### src/hdl/tmc_pkg.sv
`timescale 1ns / 1ps
`default_nettype none
// -----------------------------------------------------------------------------
// tmc_pkg
// Shared types, constants and command structs of the tet mesh COM/energy core.
// -----------------------------------------------------------------------------
package tmc_pkg;

  localparam int unsigned VertBits  = 12;
  localparam int unsigned Depth     = 4096;
  localparam int unsigned CoordBits = 16;
  localparam int unsigned PosBits   = 3 * CoordBits;
  localparam int unsigned CfgIdxBits = 3;
  localparam int unsigned CfgBits   = 48;

  localparam logic [CfgIdxBits-1:0] RegTargetX = 3'd0;
  localparam logic [CfgIdxBits-1:0] RegTargetY = 3'd1;
  localparam logic [CfgIdxBits-1:0] RegTargetZ = 3'd2;
  localparam logic [CfgIdxBits-1:0] RegProj0   = 3'd3;
  localparam logic [CfgIdxBits-1:0] RegProj1   = 3'd4;
  localparam logic [CfgIdxBits-1:0] RegProj2   = 3'd5;

  localparam logic OpVertex = 1'b0;
  localparam logic OpTet    = 1'b1;

  typedef struct packed {
    logic                        operation;
    logic [VertBits-1:0]         vertex_index;
    logic signed [15:0]          vertex_x;
    logic signed [15:0]          vertex_y;
    logic signed [15:0]          vertex_z;
    logic [VertBits-1:0]         corner_a;
    logic [VertBits-1:0]         corner_b;
    logic [VertBits-1:0]         corner_c;
    logic [VertBits-1:0]         corner_d;
    logic                        last_tet;
  } in_item_t;

  typedef struct packed {
    logic signed [15:0] com_x;
    logic signed [15:0] com_y;
    logic signed [15:0] com_z;
    logic [63:0]        energy;
    logic               zero_volume;
  } out_item_t;

  // controller -> datapath
  typedef struct packed {
    logic       load;      // capture input item
    logic       wr_vert;   // write vertex into store
    logic       rd_en;     // issue store read
    logic [1:0] rd_sel;    // corner being read
    logic       cap_en;    // capture read data
    logic [1:0] cap_sel;
    logic [3:0] step;      // arithmetic step
    logic       step_en;
    logic       div_start;
    logic [1:0] div_axis;
    logic       out_load;
    logic       clr_sums;
  } cmd_t;

  // datapath -> controller
  typedef struct packed {
    logic is_tet;
    logic last;
    logic div_done;
    logic vol_zero;
  } sts_t;

  function automatic logic signed [63:0] sat64(input logic signed [65:0] v);
    logic signed [65:0] mx;
    logic signed [65:0] mn;
    begin
      mx = 66'sh0_7FFF_FFFF_FFFF_FFFF;
      mn = -66'sh0_8000_0000_0000_0000;
      if (v > mx) sat64 = 64'sh7FFF_FFFF_FFFF_FFFF;
      else if (v < mn) sat64 = 64'sh8000_0000_0000_0000;
      else sat64 = v[63:0];
    end
  endfunction

endpackage

`default_nettype wire

### src/hdl/tmc_ctrl.sv
`timescale 1ns / 1ps
`default_nettype none
// -----------------------------------------------------------------------------
// tmc_ctrl
// Sequencer: store reads, arithmetic steps, divisions and output handshake.
// -----------------------------------------------------------------------------
module tmc_ctrl
  import tmc_pkg::*;
(
  input  wire logic clk_i,
  input  wire logic rst_ni,
  input  wire logic in_valid_i,
  output logic      in_stall_o,
  output logic      out_valid_o,
  input  wire logic out_stall_i,
  input  wire sts_t sts_i,
  output cmd_t      cmd_o
);
  localparam logic [2:0] SIdle = 3'd0;
  localparam logic [2:0] SDisp = 3'd1;
  localparam logic [2:0] SRead = 3'd2;
  localparam logic [2:0] SCalc = 3'd3;
  localparam logic [2:0] SDiv  = 3'd4;
  localparam logic [2:0] SWait = 3'd5;
  localparam logic [2:0] SEng  = 3'd6;
  localparam logic [2:0] SOut  = 3'd7;

  logic [2:0] st_q, st_d;
  logic [3:0] cnt_q, cnt_d;
  logic [1:0] ax_q, ax_d;
  logic       ov_q, ov_d;
  logic       acc;

  assign in_stall_o  = (st_q != SIdle) || ov_q;
  assign out_valid_o = ov_q;
  assign acc = in_valid_i && !in_stall_o;

  always_comb begin
    st_d = st_q; cnt_d = cnt_q; ax_d = ax_q;
    ov_d = ov_q && out_stall_i;
    cmd_o = '0;
    cmd_o.div_axis = ax_q;
    cmd_o.load = acc;
    unique case (st_q)
      SIdle: if (acc) st_d = SDisp;
      SDisp: begin
        if (!sts_i.is_tet) begin
          cmd_o.wr_vert = 1'b1;
          st_d = SIdle;
        end else begin
          cmd_o.rd_en = 1'b1; cmd_o.rd_sel = 2'd0;
          cnt_d = 4'd1;
          st_d = SRead;
        end
      end
      SRead: begin
        cmd_o.cap_en = 1'b1;
        cmd_o.cap_sel = 2'(cnt_q - 4'd1);
        cmd_o.rd_en = cnt_q != 4'd4;
        cmd_o.rd_sel = cnt_q[1:0];
        cnt_d = cnt_q + 4'd1;
        if (cnt_q == 4'd4) begin
          cnt_d = 4'd0;
          st_d = SCalc;
        end
      end
      SCalc: begin
        cmd_o.step_en = 1'b1;
        cmd_o.step = (cnt_q == 4'd4) ? 4'd5 : ((cnt_q == 4'd5) ? 4'd4 : cnt_q);
        cnt_d = cnt_q + 4'd1;
        if (cnt_q == 4'd5) begin
          if (!sts_i.last) st_d = SIdle;
          else begin
            ax_d = 2'd0;
            st_d = SDiv;
          end
        end
      end
      SDiv: begin
        if (sts_i.vol_zero) begin
          cmd_o.out_load = 1'b1; cmd_o.clr_sums = 1'b1;
          ov_d = 1'b1; st_d = SIdle;
        end else begin
          cmd_o.div_start = 1'b1;
          st_d = SWait;
        end
      end
      SWait: if (sts_i.div_done) begin
        if (ax_q == 2'd2) begin
          cnt_d = 4'd6; st_d = SEng;
        end else begin
          ax_d = ax_q + 2'd1; st_d = SDiv;
        end
      end
      SEng: begin
        cmd_o.step_en = 1'b1;
        cmd_o.step = cnt_q;
        cnt_d = cnt_q + 4'd1;
        if (cnt_q == 4'd10) st_d = SOut;
      end
      SOut: begin
        cmd_o.out_load = 1'b1; cmd_o.clr_sums = 1'b1;
        ov_d = 1'b1; st_d = SIdle;
      end
      default: st_d = SIdle;
    endcase
  end

  always_ff @(posedge clk_i or negedge rst_ni) begin
    if (!rst_ni) begin
      st_q <= SIdle; cnt_q <= '0; ax_q <= '0; ov_q <= 1'b0;
    end else begin
      st_q <= st_d; cnt_q <= cnt_d; ax_q <= ax_d; ov_q <= ov_d;
    end
  end
endmodule
`default_nettype wire

### config.mk
export PLATFORM = sky130hd
export DESIGN_NAME = tmc_ctrl
export DESIGN_NICKNAME = d
export VERILOG_FILES = /design/src/hdl/tmc_pkg.sv /design/src/hdl/tmc_ctrl.sv
export SDC_FILE = /design/constraint.sdc
export NUM_CORES = 1
export LEC_CHECK = 0
export BUFFER_PORTS_ARGS = -buffer_cell sky130_fd_sc_hd__buf_2
export CORE_UTILIZATION = 30
export DETAILED_ROUTE_END_ITERATION = 10
export SLEW_MARGIN = 20
export SYNTH_ARGS = -nofsm -noshare
export SYNTH_HDL_FRONTEND = slang
export SYNTH_SLANG_ARGS = --single-unit
### constraint.sdc
create_clock -name clk_i -period 1.4 [get_ports clk_i]
set_input_delay 0.07 -clock clk_i [delete_from_list [all_inputs] [get_ports clk_i]]
set_output_delay 0.07 -clock clk_i [all_outputs]
set_load 0.02 [all_outputs]
# Word-level counts from Yosys, hierarchy flattened
# Cells that the tools add are included.
# Widths: inputs -> output; s select.
[classes]
n_reduce_logical = 12
mux = 34
n_mul = 0
n_div = 0
n_eq_ne = 21
order_cmp = 0
n_shift = 0
n_addsub = 3
bitwise_logic = 0
[op_table]
columns = ["cell", "count"]
rows = [
  ["$mux 3", 9],
  ["$mux 4", 6],
  ["$pmux 3 s8", 1],
  ["$ne 2x2->1 const B", 9],
  ["$pmux 4 s4", 1],
  ["$mux 2", 7],
  ["$eq 3x3->1 const B", 4],
  ["$pmux 5 s2", 1],
  ["$reduce_and 5->1", 2],
  ["$eq 4x3->1 const B", 2],
  ["$pmux 2 s2", 2],
  ["$eq 3x2->1 const B", 2],
  ["$pmux 3 s2", 1],
  ["$mux 1", 5],
  ["$add 4x1->4 const B", 1],
  ["$eq 4x4->1 const B", 1],
  ["$ne 4x3->1 const B", 1],
  ["$reduce_and 4->1", 1],
  ["$reduce_bool 4->1", 1],
  ["$eq 3x1->1 const B", 1],
  ["$logic_not 3->1", 1],
  ["$reduce_bool 3->1", 1],
  ["$add 2x1->2 const B", 1],
  ["$eq 2x2->1 const B", 1],
  ["7 further kinds", 8],
]
[word_totals]
mem_count = 0
rom_bits = 0
output_inout_bits = 20
latchBits = 0
wordCells = 74
ramBits = 0
ff_bits = 10

# Depth between registers and ports, before layout
# Gate-level depths: netlist of the first run.
[depth]
depth_word = 6
ltp_mapped = 7
ltp_nobuf = 6

# Least setup slack after synthesis of the first run
# Ideal clock, no wire load.
[synth_path]
kind = "register to output"
start = "reg st_q[0]"
end = "out cmd_o[1] (netlist bit)"
arrival_ns = 1.559
required_ns = 1.330
n_path_buf = 2
slack_ns = -0.229
path_stages_with_launch = 5
cell_sequence = "dfrtp_1 -> buf_4 -> or3_1 -> a21boi_1 -> buf_4"
[synth_rtl]
columns = ["element", "line", "source"]
rows = [
  ["start: declaration", "tmc_ctrl.sv:28", "logic [2:0] st_q, st_d;"],
  ["start signal: assignment", "tmc_ctrl.sv:111", "st_q <= SIdle; cnt_q <= '0; ax_q <= '0; ov_q <= 1'b0;"],
  ["start signal: assignment", "tmc_ctrl.sv:113", "st_q <= st_d; cnt_q <= cnt_d; ax_q <= ax_d; ov_q <= ov_d;"],
  ["end: declaration", "tmc_ctrl.sv:17", "output cmd_t cmd_o"],
]

==> impl_metrics.ini, run 1 <==
[placed_design]
gp_congestion = 0.822
dpl.cell_count = 185
post-place-ws_ns = -0.104
place_area_um2 = 1230
numPortBuffers = 27
dp_hpwl_mm = 1.99

[finish]
fin_area_um2 = 1880
drive_above_1_share_pct = 72.6
final_util_pct = 66.6
fin_cells = 217
final_nets = 200
area_growth_pct = 105
fillerInstances = 186
diodes = 0

[global_route]
antenna_found_initial = 0
gr-total-overflow = 0
grt_pass1_vias = 1115
grt_max_degree = 12
grt_usage_pct = 20.3
grt_pass1_wl_mm = 5.11

[floorplanning]
std_cell_rows = 19
die_x_um = 57.3
die_area_um2 = 3290
design.portCount = 28
die_y_um = 57.3
core_um2 = 2830
start_util_pct = 32.5

[power_and_ir_drop]
power.total_mw = 3.88
ir_drop_mv = 0.675
p_leak_nw = 0.882
p_per_area_nw_per_um2 = 2060

[worst_setup_path]
required_ns = 1.33
crit_arrival_ns = 1.71
timing.rr.start = cnt_q[0]
slowest_stage = dfrtp_1
critical_path_buf_inv_count = 2
crit_path_max_incr_delay_ns = 0.35
end_kind = primary output
r2r_cells = 8
crit_type = reg2out
r2r-end = st_q[1]
path_delay_family = simple AND/OR/NAND/NOR gates
crit_path_start_kind = register
cp_max_fo = 4
r2r_slack_ns = -0.24
path_cells = inv_2 > ha_2 > and3b_1 > nand3b_1 > nor3_2 > o211a_1 > buf_6

[logic_synthesis]
synthesis.nets = 123
synth-seq-cells = 10
syn_area_per_cell_um2 = 8.35
synthCells = 110
synth-seq-area-share_pct = 27.2
async_flop_share_pct = 100
ys.warnings.count = 0
synth_enable_flop_cells = 0
synthFlopType = dfrtp_1
syn_area_um2 = 918
synth_cell_types = 41

[clock_network]
cts_made_buffers = 3
cts_buffer_depth = 2
cts_tree = built
clk_pin_slew_ns = 0.08
cts-root-buf = clkbuf_4
cts.sinks = 10
clock_latency_ns = 0.27
ctsHtreeMaxLevel = 1

[min_path]
hold_path_depth = 2
min_from = sts_i[1]
hp-class = in2reg
min_to = st_q[0]

[route]
routed_wl_mm = 3.95
antenna_left = 0
drcViolationCount = 2
vias = 1210
avgViaCountPerCell = 5.58
wl_per_cell_um = 18.2
first_iter_violations = 63
firstDrtPassIters = 7

[timing]
timing.fmax_mhz = 561
rsz0062_at_grt = yes
setup_slack_ns = -0.381
final.setup_skew_ns = 0.0172
layout_min_cycle_time_ns = 1.78
slew-limit-headroom_pct = 79.5
worst_pin_slew_ns = 0.306
final-setup-viol-count = 26
drv_slew = 0
hold_viol = 0
fin_crit_sh_pct = 127

[outcome]
violations = DRC, setup timing
status = finished with violations

[flow_run]
timing.max_cap.violations = 0
[synth_stat cells, types with 3 or more instances]
cell | n | area share [%]
nand2_1 | 9 | 3.7
dfrtp_1 | 10 | 27
nor2_1 | 9 | 3.7
buf_4 | 4 | 3.3
o22ai_1 | 4 | 2.7
ha_1 | 5 | 6.8
nand2b_1 | 5 | 3.4
a31oi_1 | 4 | 2.7
and3b_1 | 3 | 2.9
inv_1 | 8 | 3.3
a21o_1 | 3 | 2.5
o21ai_1 | 6 | 3.3
[cells in the final DEF (no fill, tap or decap), types with 2 or more instances in the layout]
cell type / synthesis / routed
o221ai_2: 2 / 3
o21ai_2: 0 / 3
buf_4: 4 / 36
buf_2: 2 / 10
buf_6: 2 / 31
o21ai_1: 6 / 4
ha_2: 0 / 2
inv_1: 8 / 5
a31oi_1: 4 / 3
nand2b_4: 0 / 2
a21o_1: 3 / 3
dfrtp_2: 0 / 5
inv_2: 1 / 3
dlygate4sd3_1: 0 / 2
ha_4: 0 / 2
dfrtp_1: 10 / 5
a21boi_4: 0 / 2
nor3_2: 0 / 2
and3b_2: 0 / 2
o22ai_1: 4 / 2
nand2_1: 9 / 8
nor2_4: 0 / 2
nand3b_1: 2 / 2
clkbuf_4: 0 / 3
nor2b_4: 0 / 2
nand2b_1: 5 / 3
nand3_1: 2 / 2
nor2_2: 1 / 8
[layout make-up]
type	count	area [um^2]	area share (%)
clock buffer	4	26.3	1.40
inverter	9	36.3	1.93
multi-input combinational	83	821	43.6
sequential	10	256	13.6
tap	31	38.8	2.06
timing repair buffer	80	704	37.4
[routing by layer]
metal / global-route usage [%] / share of wire (%) / up-vias
met2: 33.9 / 49 / 51
met5: 0 / 0 / -
li1: - / - / 545
met4: 8.71 / 3.2 / 0
met1: 24.4 / 42 / 600
met3: 5.67 / 5.4 / 14
[registers in the layout, indices dropped and copies added (netlist names)]
register and flops:
out_valid_o 1, cnt_q 4, ax_q 2, st_q 3
[where the power goes]
part	internal (mW)	switching, mW	total (mW)
Sequential	0.405	0.125	0.531
Clock	0.110	0.111	0.221
Combinational	1.64	1.49	3.13
Total	2.15	1.73	3.88
[cell families (layout without fill, tap and decap cells)]
| group | after synthesis | after routing | share of synthesized area [%] |
|---|---|---|---|
| simple gates | 44 | 44 | 27.5 |
| compound gates | 32 | 32 | 25.7 |
| buf+inv | 17 | 93 | 10.5 |
| flops | 10 | 10 | 27.2 |
| fa+ha+maj | 5 | 5 | 6.81 |
| xor+xnor | 1 | 1 | 0.954 |
| mux | 1 | 1 | 1.23 |
[worst max path at each step]
| stage | end | start | depth (start not counted) | slack, ns |
|---|---|---|---|---|
| CTS | cmd_o[7] | cnt_q[0] | 6 | -0.30 |
| detailed placement | cnt_q[2] | cnt_q[1] | 6 | -0.10 |
| floorplan | cmd_o[1] | st_q[0] | 4 | -0.08 |
| global route | cmd_o[7] | cnt_q[1] | 7 | -0.46 |
| global placement | st_q[2] | cnt_q[0] | 6 | -0.07 |
| finish | cmd_o[7] | cnt_q[1] | 7 | -0.38 |
[metrics by stage]
stage / TNS [ns] / hold WS [ns]
6_report: -5.12 / 0.119
3_3_place_gp: -0.309 / -0.0495
4_1_cts: -3.69 / 0.127
2_1_floorplan: -0.263 / -0.226
5_1_grt: -6.31 / 0.122
3_5_place_dp: -0.580 / -0.0435
[what timing repair did]
action | in CTS | in global routing
buffers inserted | 10 | 16
hold endpoints to repair | 11 | 0
gates cloned | 1 | 0
gates resized for setup | 40 | 69
hold buffers | 2 | 0
setup endpoints to repair | 24 | 26
pin swaps | 13 | 12
[worst reg2reg max path: stages (launching register included)]
cell      delay (ns)
dfrtp_2         0.40
buf_4           0.14
inv_4           0.06
buf_6           0.10
ha_2            0.16
nand2_1         0.05
o211ai_1        0.30
o221ai_2        0.19
o21ai_2         0.18
Power figures use the tool's default switching activity.
==> inputs of run 2 (changes only) <==
==> constraint.sdc (replaced) <==
create_clock -name clk_i -period 1.91 [get_ports clk_i]
set_input_delay 0.0955 -clock clk_i [delete_from_list [all_inputs] [get_ports clk_i]]
set_output_delay 0.0955 -clock clk_i [all_outputs]
set_load 0.02 [all_outputs]
==> run 2 against run 1 <==
  * Largest cell class unchanged
  * Clock skew shrank 0.015 ns
  * The flow finishes with violations (DRC)
  * Cell area shrank 38%
  * Global-route usage shrank 5.3 points
  * Largest power group unchanged
  * Via count shrank 24%
  * Hold slack lost 0.097 ns
  * Die area is the same
  * Utilization shrank 25 points
  * Clock power shrank 10%
  * Routed wire length shrank 40%
  * Register-to-register slack gained 0.47 ns
  * Critical endpoint unchanged
==> impl_metrics.ini, run 2 (synthesis results as in run 1) <==
[outcome]
status = finished with violations
violations = DRC

[route]
antenna_left = 0
routed_wl_mm = 2.37
firstDrtPassIters = 7
first_iter_violations = 42
vias = 914
wl_per_cell_um = 13.6
avgViaCountPerCell = 5.22
drcViolationCount = 2

[placed_design]
numPortBuffers = 27
gp_congestion = 0.862
post-place-ws_ns = 0.217
dp_hpwl_mm = 1.73

[finish]
layout_commonest_cell = buf_2
diodes = 0
regMostFlops = cnt_q
fillerInstances = 281
largestRegisters = cnt_q: 4 flops, st_q: 3 flops, ax_q: 2 flops
final_nets = 158
mostFrequentLayoutCells = 24 x buf_2, 12 x buf_4, 9 x nor2_1, 9 x nand2_1
area_growth_pct = 27.9
drive_above_1_share_pct = 38.2
largest_reg_flops = 4

[timing]
worst_pin_slew_ns = 0.331
rsz0062_at_grt = yes
final-setup-viol-count = 0
drv_slew = 0
fin_crit_sh_pct = 99.4
hold_viol = 0
setup_slack_ns = 0.0115
slew-limit-headroom_pct = 77.9
timing.fmax_mhz = 527
layout_min_cycle_time_ns = 1.90
final.setup_skew_ns = 0.00213
tns_ns = 0

[floorplanning]
die_area_um2 = 3290
design.portCount = 28
start_util_pct = 32.5
core_um2 = 2830
die_y_um = 57.3
die_x_um = 57.3
std_cell_rows = 19

[min_path]
hp-class = in2reg
hold_path_depth = 2
min_from = out_stall_i
min_to = out_valid_o

[worst_setup_path]
slowest_stage = dfrtp_2
critical_path_buf_inv_count = 1
r2r-end = st_q[0]
r2r_cells = 6
required_ns = 1.81
end_kind = primary output
path_cells = ha_2 > and3b_1 > nand3b_1 > nor3_2 > o211a_1 > buf_6
path_delay_family = simple AND/OR/NAND/NOR gates
crit_path_start_kind = register
r2r_slack_ns = 0.23
timing.rr.start = cnt_q[0]
crit_path_max_incr_delay_ns = 0.45
cp_max_fo = 7
crit_type = reg2out
crit_arrival_ns = 1.80

[clock_network]
cts_tree = built
cts.sinks = 10
clk_pin_slew_ns = 0.07
ctsHtreeMaxLevel = 1
clock_latency_ns = 0.27
cts_made_buffers = 3
cts-root-buf = clkbuf_4
cts_buffer_depth = 2

[global_route]
grt_pass1_vias = 806
grt_usage_pct = 15.0
grt_pass1_wl_mm = 3.75
grt_max_degree = 23
gr-total-overflow = 0
antenna_found_initial = 0

[flow_run]
timing.max_cap.violations = 0

[power_and_ir_drop]
power.total_mw = 1.68
ir_drop_mv = 0.528
p_leak_nw = 0.616
p_per_area_nw_per_um2 = 1430
-- run 2: cell count changes in the layout (fill, tap and decap cells not counted), moves of 3 or more --
cell / previous run / this run
nor2_2: 8 / 1
buf_4: 36 / 12
buf_2: 10 / 24
ha_1: 1 / 4
nor2_1: 0 / 9
o21ai_2: 3 / 0
buf_6: 31 / 1
-- run 2: repair_timing --
item                                    in CTS  in global routing
endpoints found under the setup margin       4                  4
pin swaps                                    0                  3
hold endpoints to repair                    10                  0
setup buffers                                1                  8
hold buffers                                 1                  0
gates resized for setup                      4                  7
-- run 2: how the worst max path moves through the flow --
stage,from,endpoint,slack (ns),cells past startpoint
2_1_floorplan,st_q[0],cmd_o[1],0.26,4
3_3_place_gp,cnt_q[0],cmd_o[7],0.25,6
3_5_place_dp,cnt_q[1],cmd_o[7],0.22,7
4_1_cts,cnt_q[0],cmd_o[7],-0.01,6
5_1_grt,cnt_q[0],cmd_o[7],-0.07,6
6_report,cnt_q[0],cmd_o[7],0.01,6
-- run 2: routing by layer --
| metal | wire length, um | global-route usage (%) | vias up | share of wire [%] |
|---|---|---|---|---|
| met5 | 0 | 0 | - | 0 |
| met4 | 37 | 6.97 | 0 | 1.6 |
| met3 | 123 | 4.54 | 4 | 5.2 |
| met2 | 1110 | 21.7 | 25 | 47 |
| met1 | 1100 | 20.6 | 426 | 46 |
| li1 | - | - | 459 | - |
-- run 2: stage by stage --
| step | cells | hold slack (ns) | cell area [um^2] | utilization (%) |
|---|---|---|---|---|
| finish | 175 | 0.0218 | 1170 | 41.5 |
| global route | 175 | 0.0155 | 1170 | 41.5 |
| CTS | 167 | 0.0221 | 1100 | 38.9 |
| detailed placement | 161 | -0.0166 | 1040 | 36.7 |
| global placement | 161 | -0.0189 | 1040 | 36.7 |
| floorplan | 110 | -0.200 | 918 | - |
-- run 2: power breakdown --
group	internal (mW)	switching (mW)	total [mW]	leakage, nW
logic	0.454	0.573	1.03	0.467
registers	0.293	0.158	0.451	0.128
clock network	0.116	0.0826	0.198	0.0210
-- run 2: cell type report --
type	instances	area [um^2]	share of cell area (%)
Clock buffer	4	36.3	3.09
Inverter	9	33.8	2.88
Multi-Input combinational cell	83	581	49.4
Sequential cell	10	254	21.6
Tap cell	31	38.8	3.30
Timing Repair Buffer	38	231	19.7
==> inputs of run 3 (changes only) <==
==> constraint.sdc (replaced) <==
create_clock -name clk_i -period 2.15 [get_ports clk_i]
set_input_delay 0.1075 -clock clk_i [delete_from_list [all_inputs] [get_ports clk_i]]
set_output_delay 0.1075 -clock clk_i [all_outputs]
set_load 0.02 [all_outputs]
==> run 3 against run 2 <==
  * The run still ends with DRC left
  * Sequential share of layout area up 1.7 points
  * Utilization is 3.5 points lower
  * Routed wire length down 1.9%
  * Setup slack improved by 0.14 ns
  * Critical path depth did not move
  * Critical path type unchanged
==> impl_metrics.ini, run 3 (synthesis results as in run 1) <==
[outcome]
violations = DRC
status = finished with violations

[floorplanning]
design.portCount = 28
core_um2 = 2830
die_x_um = 57.3
start_util_pct = 32.5
die_y_um = 57.3
std_cell_rows = 19
die_area_um2 = 3290

[route]
firstDrtPassIters = 9
first_iter_violations = 26
drcViolationCount = 1
routed_wl_mm = 2.33
vias = 875
avgViaCountPerCell = 5.30
antenna_left = 0
wl_per_cell_um = 14.1

[worst_setup_path]
path_delay_family = simple AND/OR/NAND/NOR gates
slowest_stage = dfrtp_1
cp_max_fo = 8
cp-startpoint = cnt_q[0]
r2r-end = cnt_q[2]
crit_cells = 6
required_ns = 2.04
path_cells = ha_1 > and3b_1 > nand3b_1 > nor3_2 > o211a_1 > buf_2
timing.rr.start = cnt_q[0]
r2r_cells = 6
crit_path_start_kind = register
crit_path_max_incr_delay_ns = 0.48
cp-endpoint = cmd_o[7]
end_kind = primary output
r2r_slack_ns = 0.46
crit_type = reg2out
crit_arrival_ns = 1.89
critical_path_buf_inv_count = 1

[global_route]
grt_max_degree = 23
gr-total-overflow = 0
antenna_found_initial = 0
grt_usage_pct = 15.5
grt_pass1_vias = 799
grt_pass1_wl_mm = 3.80

[finish]
diodes = 0
area_growth_pct = 17.0
drive_above_1_share_pct = 29.1
area.sequential_um2 = 250
final_nets = 149
regMostFlops = cnt_q
mostFrequentLayoutCells = 27 x buf_2, 10 x dfrtp_1, 9 x nor2_1, 9 x nand2_1, 8 x inv_1
fillerInstances = 298
layout_commonest_cell = buf_2
largestRegisters = cnt_q: 4 flops, st_q: 3 flops, ax_q: 2 flops
largest_reg_flops = 4
multi_input_area_um2 = 577
fin_area_um2 = 1070

[power_and_ir_drop]
power.total_mw = 1.35
p_comb_share_pct = 59.1
pwr-share-clk_pct = 10.2
seq_power_share_pct = 30.8
p_leak_nw = 0.569
power.switching_uw = 695
p_per_area_nw_per_um2 = 1250
p_int_uw = 650
sw_frac_of_total_pct = 51.7
ir_drop_mv = 0.434

[clock_network]
clock_latency_ns = 0.27
clk_pin_slew_ns = 0.07
cts_made_buffers = 3
ctsHtreeMaxLevel = 1
cts.sinks = 10
cts_buffer_depth = 2
cts-root-buf = clkbuf_4
cts_tree = built

[placed_design]
dp_hpwl_mm = 1.75
numPortBuffers = 27
place_area_um2 = 1030
gp_congestion = 0.868

[timing]
worst_pin_slew_ns = 0.581
drv_slew = 0
hold_viol = 0
slew-limit-headroom_pct = 61.2
tns_ns = 0
final.setup_skew_ns = 0.00729
timing.fmax_mhz = 501
final-setup-viol-count = 0
rsz0062_at_grt = no
layout_min_cycle_time_ns = 2.00
fin_crit_sh_pct = 92.9
fin_hold_ws_ns = 0.0397

[min_path]
hp-class = in2reg

[flow_run]
timing.max_cap.violations = 0
==> run 3: changes by cell type in the layout (fill, tap and decap cells not counted), moves of 3 or more <==
cell     delta
buf_2       +3
buf_4      -11
dfrtp_1     +3
dfrtp_2     -3
==> run 3: worst min-delay path by stage <==
stage / start / end / slack [ns] / cells after the start
6_report: out_stall_i / out_valid_o / 0.04 / 2
5_1_grt: out_stall_i / out_valid_o / 0.04 / 2
4_1_cts: out_stall_i / out_valid_o / 0.03 / 2
3_5_place_dp: rst_ni / out_valid_o / 0.002 / 1
3_3_place_gp: rst_ni / st_q[1] / -0.006 / 1
2_1_floorplan: rst_ni / ax_q[0] / -0.19 / 0
==> run 3: power by group through the flow <==
stage / sequential [mW] / combinational, mW / clock (mW)
CTS: 0.419 / 0.771 / 0.145
finish: 0.414 / 0.795 / 0.137
global placement: 0.417 / 0.763 / 0
detailed placement: 0.423 / 0.764 / 0
floorplan: 0.355 / 0.671 / 0
global route: 0.435 / 0.870 / 0.149
==> run 3: layout make-up <==
class,count,share of cell area [%]
inverter,9,3.14
clock buffer,3,2.10
timing repair buffer,29,14.2
multi-input combinational,83,53.7
sequential,10,23.3
tap,31,3.61
==> run 3: layer usage <==
layer	global-route usage (%)	share of wire, %	vias to the layer above
met5	0	0	-
met4	10.1	2.5	0
met1	20.8	47	411
met3	2.95	3.7	4
met2	22.9	47	19
li1	-	-	441
==> run 3: stage by stage <==
step	utilization, %	worst slack, ns	cells
floorplan	-	0.483	110
global placement	36.4	0.472	160
detailed placement	36.4	0.396	160
CTS	37.5	0.0728	164
global route	38.0	0.0143	165
finish	38.0	0.153	165
==> run 3: repair_timing <==
action | CTS | global route
buffers inserted | 0 | 1
resized for setup | 0 | 1
hold endpoints to repair | 10 | 0
setup endpoints to repair | 0 | 1
hold buffers | 1 | 0
